<file path="src/design/ile_pkg.sv">
// Package for the indexed list engine: sizes, codes, item types and the shift command.
`default_nettype none
package ile_pkg;

    localparam int CAPACITY = 64;
    localparam int IDX_W    = $clog2(CAPACITY);
    localparam int COUNT_W  = 7;
    localparam int POS_W    = 7;
    localparam int DATA_W   = 32;

    typedef enum logic [2:0] {
        CMD_INS_FRONT = 3'd0,
        CMD_INS_BACK  = 3'd1,
        CMD_INS_AT    = 3'd2,
        CMD_REM_FRONT = 3'd3,
        CMD_REM_BACK  = 3'd4,
        CMD_REM_AT    = 3'd5
    } ile_cmd_t;

    typedef enum logic [1:0] {
        ST_OK    = 2'd0,
        ST_EMPTY = 2'd1,
        ST_RANGE = 2'd2,
        ST_FULL  = 2'd3
    } ile_status_t;

    typedef struct packed {
        ile_cmd_t           cmd;
        logic [POS_W-1:0]   position;
        logic signed [31:0] data_in;
    } ile_in_t;

    typedef struct packed {
        logic signed [31:0] data_out;
        ile_status_t        status;
        logic [COUNT_W-1:0] count;
    } ile_out_t;

    typedef enum logic [1:0] {
        OP_HOLD = 2'd0,
        OP_INS  = 2'd1,
        OP_REM  = 2'd2
    } ile_op_t;

    // Broadcast to every cell of the row in each cycle.
    typedef struct packed {
        ile_op_t            op;
        logic [POS_W-1:0]   pos;
        logic [DATA_W-1:0]  value;
    } ile_shift_t;

endpackage
`default_nettype wire

</file>
<file path="src/design/ile_cell.sv">
// One storage cell of the row: holds one value and shifts with its neighbours.
`default_nettype none
module ile_cell
    import ile_pkg::*;
(
    input  wire logic              clk,
    input  wire logic [IDX_W-1:0]  idx,
    input  wire ile_shift_t        shift,
    input  wire logic [DATA_W-1:0] left_val,
    input  wire logic [DATA_W-1:0] right_val,
    output logic      [DATA_W-1:0] val,
    output logic      [DATA_W-1:0] tap
);

    logic [DATA_W-1:0] val_reg;
    logic [DATA_W-1:0] val_next;
    logic [POS_W-1:0]  my_pos;

    assign my_pos = POS_W'(idx);

    always_comb
    begin
        val_next = val_reg;
        case (shift.op)
            OP_INS:
            begin
                if (my_pos == shift.pos)
                begin
                    val_next = shift.value;
                end
                else if (my_pos > shift.pos)
                begin
                    val_next = left_val;
                end
            end
            OP_REM:
            begin
                if (my_pos >= shift.pos)
                begin
                    val_next = right_val;
                end
            end
            default:
            begin
                val_next = val_reg;
            end
        endcase
    end

    always_ff @(posedge clk)
    begin
        val_reg <= val_next;
    end

    assign val = val_reg;
    // The addressed cell drives its value onto the shared read-out.
    assign tap = (my_pos == shift.pos) ? val_reg : '0;

endmodule
`default_nettype wire

</file>
<file path="config.mk">
export PLATFORM = sky130hd
export DESIGN_NAME = ile_cell
export DESIGN_NICKNAME = d
export VERILOG_FILES = /design/src/design/ile_pkg.sv /design/src/design/ile_cell.sv
export SDC_FILE = /design/constraint.sdc
export NUM_CORES = 1
export LEC_CHECK = 0
export BUFFER_PORTS_ARGS = -buffer_cell sky130_fd_sc_hd__buf_2
export CAP_MARGIN = 20
export CORE_MARGIN = 1
export CORE_UTILIZATION = 41
export DETAILED_ROUTE_END_ITERATION = 10
export PLACE_DENSITY = 0.84
export SYNTH_ARGS = -nofsm -noshare
export SYNTH_HDL_FRONTEND = slang
export SYNTH_SLANG_ARGS = --single-unit
</file>
<file path="constraint.sdc">
create_clock -name clk -period 3.88 [get_ports clk]
set_input_delay 0.776 -clock clk [delete_from_list [all_inputs] [get_ports clk]]
set_output_delay 0.776 -clock clk [all_outputs]
set_load 0.01 [all_outputs]
</file>
==> impl_metrics.csv <==
group,metric,value,unit
worst_setup_path,endpoint_kind,"output pin",
yosys,syn_inst,198,
sta,setup_tns,0,ns
finish,diodes,0,
grt,overflow,0,
finish,final_cell_mix,"buf_2, mux2i_1, nand2_1, and2_1, edfxtp_1",
finish,stdcell_count,439,
clocking,cts-root-buf,"clkbuf_8",
clocking,cts_sinks,32,
worst_setup_path,criticalPathCategory,"in2out",
sta,period_share,77.39,%
floorplan,io_pins,176,
clocking,holdBufCountCts,0,
run_status,status,"finished clean",
place,place_ws,0.8737,ns
sta,fmax,333.0,MHz
detailed_routing,ant_nets,0,
grt,antenna_found_initial,0,
finish,syn2layout_area_growth,51.01,%
min_path,holdPathEnd,"val[18]$_DFFE_PP_",
grt,grt_use_total,18.52,%
worst_setup_path,arrival,2.23,ns
place,portBuffers,175,
clocking,clkTransAtPathRegs,0.07,ns
worst_setup_path,crit_fanout,22,
place,dp.cells,431,
floorplan,placeableCoreArea,4755,sq um
yosys,seq_area_frac_synth,46.86,%
worst_setup_path,slowest_delay,0.34,ns
place,dp_hpwl,3967,microns
min_path,hold_start,"right_val[18]",
worst_setup_path,crit_chain,"buf_2, inv_1, ha_1, nand4b_4, nor2_8, buf_4, and2_1, buf_2",
power,power,0.8957,mW
sta,setup_ws,0.8772,ns
detailed_routing,wl_per_cell,11.43,microns
sta,slew_headroom,54.08,%
grt,grt_first_pass_wirelength,7507,microns
floorplan,fp.dieW,72.73,microns
detailed_routing,dr.pass1.iters,4,
sta,post-route-min-period,3.003,ns
finish,stdcell_area,3097,sq um
worst_setup_path,cp_slowest_cell,"ha_1",
worst_setup_path,cp_data_required_time,3.10,ns
job,cap_violations,0,
sta,whs,0.7763,ns
detailed_routing,finalWirelength,5018,microns
floorplan,start_util,43.13,%
power,vdd_ir_drop_max,0.1625,mV
detailed_routing,drcViolationCount,0,
yosys,synth_cell_types,21,
place,globalplace.congestion,0.7349,
finish,fin_nets,489,
sta,hold_viol,0,
yosys,synthesis.area,2051,sq um
yosys,ys_ff_latch,32,
min_path,holdPathStages,3,
clocking,clock_path_buffers,2,
clocking,post-cts-setup-buffers,0,
floorplan,die_y,72.73,microns
yosys,syn_nets,316,
finish,final_layout_size_suffix_gt1_share,50.81,%
yosys,avgSynthCellArea,10.36,sq um
floorplan,die_area,5289,sq um
min_path,hold_class,"in2reg",
sta,drv_slew,0,
clocking,cts_resized,0,
finish,largest_reg_flops,32,
grt,grt_max_degree,65,
place,placed_area,2989,sq um
clocking,cts_buffers,5,
worst_setup_path,crit_top_cell,"buf_2",
worst_setup_path,crit_path_start_kind,"primary input",
sta,setup_viol,0,
floorplan,std_cell_rows,25,
yosys,yosysWarnings,0,
power,leakage,1.490,nW
clocking,cts_tree,"done",
detailed_routing,viasPerCell,4.608,
grt,grt_pass1_vias,1763,
detailed_routing,vias,2023,
power,power.density,289.2,nW/um^2
detailed_routing,drt_iter0_markers,74,
sta,rsz0062_at_grt,"no",
clocking,cts_max_level,2,
finish,final_common_cell,"buf_2",
sta,worst_slew_pin_slew,0.6889,ns
finish,fin_util,65.13,%
-- worst max-delay path: cells and delay by family --
kind          cells  cell delay, ns
fa+ha+maj         1            0.34
buf+inv           4            0.55
simple gates      3            0.54
-- kinds of logic (layout without fill, tap and decap cells) --
| logic type | after synthesis | in the layout | synth area share [%] |
|---|---|---|---|
| buf+inv | 19 | 193 | 5.186 |
| simple gates | 73 | 73 | 19.58 |
| mux | 32 | 32 | 15.62 |
| compound gates | 36 | 36 | 9.091 |
| fa+ha+maj | 6 | 6 | 3.661 |
| flops | 32 | 32 | 46.86 |
-- synth_stat cells --
master / instances / share of area [%]
a211oi_1: 1 / 0.37
a21oi_1: 2 / 0.49
and2_1: 32 / 9.8
buf_2: 1 / 0.24
buf_8: 3 / 2.2
clkbuf_1: 9 / 1.6
edfxtp_1: 32 / 47
ha_1: 6 / 3.7
inv_1: 6 / 1.1
mux2i_1: 32 / 16
nand2_1: 32 / 5.9
nand2b_1: 1 / 0.31
nand3_1: 2 / 0.49
nand4b_4: 1 / 1.2
nor2_1: 1 / 0.18
nor2_8: 1 / 0.98
nor2b_1: 2 / 0.61
nor3_1: 1 / 0.24
o21ai_0: 4 / 0.98
o21ai_1: 28 / 6.8
o22a_1: 1 / 0.43
-- layer usage --
metal  wire length, microns  global-route usage (%)  vias to the layer above
met1                   1907                   19.31                      882
met3                    395                   4.696                        5
met5                      0                       0                        -
met2                   2668                   36.55                      100
li1                       -                       -                     1036
met4                     46                   4.575                        0
-- final cells by class --
type | instances | area (sq um)
well taps | 67 | 83.83
clock buffers | 6 | 72.57
inverters | 6 | 22.52
multi-input cells | 147 | 991.0
fillers | 425 | 1658
clock inverters | 2 | 35.03
repair buffers | 179 | 930.9
flip-flops and latches | 32 | 960.9
-- worst max path at each step --
stage               from  endpoint  depth (start not counted)
2_1_floorplan  shift[37]   tap[10]                          6
3_3_place_gp   shift[37]    tap[8]                          8
3_5_place_dp   shift[37]   tap[10]                          8
4_1_cts        shift[37]   tap[10]                          8
5_1_grt        shift[37]    tap[5]                          8
6_report       shift[37]   tap[12]                          8
-- power by group --
part | internal (mW) | total (mW) | switching, mW
sequential | 0.411 | 0.421 | 0.0102
combinational | 0.0865 | 0.167 | 0.0800
clock | 0.190 | 0.308 | 0.117
No activity file was read; power rests on OpenSTA's default activity.
