===== config.mk =====
export PLATFORM = sky130hd
export DESIGN_NAME = ile_ctrl
export DESIGN_NICKNAME = d
export VERILOG_FILES = /design/src/design/ile_pkg.sv /design/src/design/ile_ctrl.sv
export SDC_FILE = /design/constraint.sdc
export NUM_CORES = 1
export LEC_CHECK = 0
export BUFFER_PORTS_ARGS = -buffer_cell sky130_fd_sc_hd__buf_2
export CAP_MARGIN = 20
export CORE_MARGIN = 3
export CORE_UTILIZATION = 45
export DETAILED_ROUTE_END_ITERATION = 10
export PLACE_DENSITY_LB_ADDON = 0.05
export SYNTH_ARGS = -nofsm -noshare
export SYNTH_HDL_FRONTEND = slang
export SYNTH_SLANG_ARGS = --single-unit

===== constraint.sdc =====
create_clock -name clk -period 3.9 [get_ports clk]
set_input_delay 0.78 -clock clk [delete_from_list [all_inputs] [get_ports clk]]
set_output_delay 0.78 -clock clk [all_outputs]
set_load 0.1 [all_outputs]

===== src/design/ile_pkg.sv =====
// Package for the indexed list engine: sizes, codes, item types and the shift command.
`default_nettype none
package ile_pkg;

    localparam int CAPACITY = 64;
    localparam int IDX_W    = $clog2(CAPACITY);
    localparam int COUNT_W  = 7;
    localparam int POS_W    = 7;
    localparam int DATA_W   = 32;

    typedef enum logic [2:0] {
        CMD_INS_FRONT = 3'd0,
        CMD_INS_BACK  = 3'd1,
        CMD_INS_AT    = 3'd2,
        CMD_REM_FRONT = 3'd3,
        CMD_REM_BACK  = 3'd4,
        CMD_REM_AT    = 3'd5
    } ile_cmd_t;

    typedef enum logic [1:0] {
        ST_OK    = 2'd0,
        ST_EMPTY = 2'd1,
        ST_RANGE = 2'd2,
        ST_FULL  = 2'd3
    } ile_status_t;

    typedef struct packed {
        ile_cmd_t           cmd;
        logic [POS_W-1:0]   position;
        logic signed [31:0] data_in;
    } ile_in_t;

    typedef struct packed {
        logic signed [31:0] data_out;
        ile_status_t        status;
        logic [COUNT_W-1:0] count;
    } ile_out_t;

    typedef enum logic [1:0] {
        OP_HOLD = 2'd0,
        OP_INS  = 2'd1,
        OP_REM  = 2'd2
    } ile_op_t;

    // Broadcast to every cell of the row in each cycle.
    typedef struct packed {
        ile_op_t            op;
        logic [POS_W-1:0]   pos;
        logic [DATA_W-1:0]  value;
    } ile_shift_t;

endpackage
`default_nettype wire


===== src/design/ile_ctrl.sv =====
// Command decoder, occupancy counter and result register of the indexed list engine.
`default_nettype none
module ile_ctrl
    import ile_pkg::*;
(
    input  wire logic              clk,
    input  wire logic              rst_n,
    input  wire logic              accept,
    input  wire ile_in_t           item,
    input  wire logic [DATA_W-1:0] read_val,
    output ile_shift_t             shift,
    output ile_out_t               result,
    output logic                   done
);

    logic [COUNT_W-1:0] count_reg;
    logic [COUNT_W-1:0] count_next;
    logic               done_reg;
    ile_out_t           result_reg;
    ile_out_t           result_next;
    ile_status_t        status;
    ile_op_t            op;
    logic [POS_W-1:0]   pos;
    logic               is_full;

    assign is_full = (count_reg == COUNT_W'(CAPACITY));

    always_comb
    begin
        status = ST_OK;
        op     = OP_HOLD;
        pos    = '0;
        case (item.cmd)
            CMD_INS_FRONT, CMD_INS_BACK, CMD_INS_AT:
            begin
                if (item.cmd == CMD_INS_FRONT)
                begin
                    pos = '0;
                end
                else if (item.cmd == CMD_INS_BACK)
                begin
                    pos = POS_W'(count_reg);
                end
                else
                begin
                    pos = item.position;
                end
                if (pos > POS_W'(count_reg))
                begin
                    status = ST_RANGE;
                end
                else if (is_full)
                begin
                    status = ST_FULL;
                end
                else
                begin
                    op = OP_INS;
                end
            end
            CMD_REM_FRONT, CMD_REM_BACK:
            begin
                pos = (item.cmd == CMD_REM_FRONT) ? '0 : POS_W'(count_reg - 1'b1);
                if (count_reg == '0)
                begin
                    status = ST_EMPTY;
                end
                else
                begin
                    op = OP_REM;
                end
            end
            CMD_REM_AT:
            begin
                pos = item.position;
                if (pos >= POS_W'(count_reg))
                begin
                    status = ST_RANGE;
                end
                else
                begin
                    op = OP_REM;
                end
            end
            default:
            begin
                status = ST_OK;
            end
        endcase
        if (!accept)
        begin
            op = OP_HOLD;
        end
    end

    assign shift.op    = op;
    assign shift.pos   = pos;
    assign shift.value = item.data_in;

    always_comb
    begin
        count_next = count_reg;
        case (op)
            OP_INS:  count_next = count_reg + 1'b1;
            OP_REM:  count_next = count_reg - 1'b1;
            default: count_next = count_reg;
        endcase
        result_next.data_out = (op == OP_REM) ? read_val : '0;
        result_next.status   = status;
        result_next.count    = count_next;
    end

    always_ff @(posedge clk or negedge rst_n)
    begin
        if (!rst_n)
        begin
            count_reg <= '0;
            done_reg  <= 1'b0;
        end
        else
        begin
            count_reg <= count_next;
            done_reg  <= accept;
        end
    end

    always_ff @(posedge clk)
    begin
        if (accept)
        begin
            result_reg <= result_next;
        end
    end

    assign result = result_reg;
    assign done   = done_reg;

endmodule
`default_nettype wire


==> flow_metrics.tcl <==
set metrics [dict create \
    mostFrequentLayoutCells "buf_2, edfxtp_1, and2_1" \
    fin_worst_skew_ps 9.59 \
    period_needed_ps 3520 \
    synth_cells 294 \
    cts_inserted_buffers 5 \
    drtIter0Drc 120 \
    power_mw 2.54 \
    layout_commonest_cell "buf_2" \
    startpoint "item[41]" \
    seq_area_frac_synth_pct 48.0 \
    end_kind "output pin" \
    r2r_end "result[6]" \
    hold_viol 0 \
    numPortBuffers 95 \
    grt_pass1_wl_mm 10.4 \
    dieArea_um2 7640 \
    crit_arrival_ps 2740 \
    std_cell_rows 29 \
    clk_pin_slew_worst_paths_ps 90 \
    ant_nets 0 \
    max_cap_viol_count 0 \
    setup-tns-final_ps 0 \
    wl_per_cell_um 15.9 \
    stdcell_count 435 \
    rsz0062_at_grt "no" \
    firstDrtPassIters 4 \
    synth_cell_types 40 \
    htree_levels 2 \
    worst_hold_path_type "in2async" \
    report.final.slew_viol_count 0 \
    drt_wl_total_mm 6.93 \
    slew-limit-headroom_pct 63.1 \
    fillers 599 \
    viasPerCell 5.32 \
    drive_above_1_share_pct 34.4 \
    holdBufCountCts 0 \
    r2r_slack_ps 800 \
    r2r_start "count_reg[2]" \
    avgSynthCellArea_um2 10.1 \
    cts_tree "yes" \
    cts_sinks 49 \
    final-setup-viol-count 0 \
    core_um2 6390 \
    status "finished, final reports clean" \
    powerDensity_nw_per_um2 740 \
    crit_fanout 14 \
    setup.worst_path.class "in2out" \
    hpwlAfterDp_mm 5.30 \
    grt_overflow 0 \
    fmax_mhz 284 \
    antenna_cells 0 \
    required_ps 3120 \
    place_congestion 0.805 \
    grt_use_total_pct 17.5 \
    yosysWarningCount 0 \
    fin_nets 453 \
    r2r_cells 11 \
    die_x_um 87.4 \
    cp-start-kind "input port" \
    clk_latency_ps 290 \
    synth_fp_nets 390 \
    io_pins 160 \
    syn_area_um2 2980 \
    initial_core_util_pct 46.7 \
    ys_ff_latch 49 \
    cts.path.max_buffers 2 \
    largest_reg_flops 41 \
    cts_root_buf "clkbuf_8" \
    vias 2316 \
    area_delta_synth_final_pct 15.3 \
    placedCellCount 427 \
    ir_drop_uv 518 \
    antenna_found_initial 0 \
    drcViolationCount 0 \
    cellLeakagePower_nw 1.53 \
    grt_pass1_vias 2063 \
    grt_max_degree 45 \
    min_period_over_period_pct 90.2 \
    worst_pin_slew_ps 554 \
    cts_setup_buffers 0 \
    final_util_pct 53.8 \
    ctsResizeCount 0 \
    die_h_um 87.4 \
]
## kinds of logic after synthesis
| family | after synthesis | synth area share [%] |
|---|---|---|
| xor+xnor | 5 | 1.47 |
| flops | 49 | 48.0 |
| compound gates | 64 | 13.2 |
| buf+inv | 57 | 11.4 |
| simple gates | 99 | 17.6 |
| mux | 1 | 0.336 |
| fa+ha+maj | 19 | 7.97 |
## power by group
group / internal (mW) / leakage, nW / switching, mW
Clock: 0.124 / 0.0450 / 0.155
Combinational: 0.381 / 0.952 / 1.12
Sequential: 0.683 / 0.530 / 0.0808
Total: 1.19 / 1.53 / 1.35
## worst max-delay path by stage
stage / end / slack (ps)
4_1_cts: shift[39] / 370
3_5_place_dp: result[6] / 160
5_1_grt: shift[39] / 260
3_3_place_gp: result[6] / 280
2_1_floorplan: result[5] / 4
6_report: shift[39] / 380
## metrics by stage
step / setup WS [ps] / area [µm²] / hold slack, ps
6_report: 380 / 3440 / 325
3_3_place_gp: 283 / 3350 / 642
5_1_grt: 255 / 3440 / 320
3_5_place_dp: 164 / 3350 / 643
4_1_cts: 372 / 3440 / 321
2_1_floorplan: 4.16 / 3040 / 484
## critical path, stage by stage
cell and delay (ps):
buf_2 110, or2_4 300, o21ai_0 220, ha_1 280, o21ai_0 160, o21bai_1 100, o21bai_1 230, nand2_1 100
buf_4 150, nor2_4 140, buf_12 180
## metal layers
| layer | up-vias | wire [µm] | global-route usage [%] |
|---|---|---|---|
| li1 | 1136 | - | - |
| met1 | 1064 | 2990 | 24.7 |
| met2 | 98 | 3180 | 26.2 |
| met3 | 18 | 592 | 3.97 |
| met4 | 0 | 159 | 6.42 |
| met5 | - | 0 | 0 |
## final cells by class
| cell class | count | area, µm² | share of cell area (%) |
|---|---|---|---|
| sequential | 49 | 1430 | 41.6 |
| clock buffer | 6 | 72.6 | 2.11 |
| multi-input combinational | 188 | 1240 | 36.1 |
| timing repair buffer | 102 | 543 | 15.8 |
| tap | 77 | 96.3 | 2.80 |
| inverter | 11 | 43.8 | 1.27 |
| clock inverter | 2 | 10.0 | 0.291 |
## Yosys cell counts
cell	count	area, µm²
edfxtp_1	41	1230
buf_4	33	248
and2_1	32	200
nand2_1	30	113
o21ai_0	27	135
ha_1	19	238
a21oi_1	11	55.1
clkbuf_1	11	41.3
inv_1	9	33.8
nor2_1	9	33.8
dfrtp_1	8	200
nand3_1	8	40.0
a22oi_1	6	45.0
or2_2	4	25.0
xnor2_1	4	35.0
nor2b_1	3	18.8
o221ai_1	3	26.3
o22ai_1	3	18.8
a211oi_1	2	15.0
buf_2	2	10.0
inv_2	2	7.51
nand2b_1	2	12.5
nand3b_1	2	15.0
nand4_1	2	12.5
nor3_2	2	20.0
o211ai_1	2	15.0
o21bai_1	2	15.0
o31ai_1	2	15.0
or4_1	2	15.0
a21o_1	1	7.51
a221oi_1	1	8.76
a22o_1	1	8.76
and3_1	1	6.26
mux2i_1	1	10.0
nor3_1	1	5.00
nor3b_1	1	7.51
o2111a_1	1	11.3
o211a_1	1	10.0
o21a_1	1	7.51
xor2_1	1	8.76
Note: power is estimated with default switching activity, not from simulation.
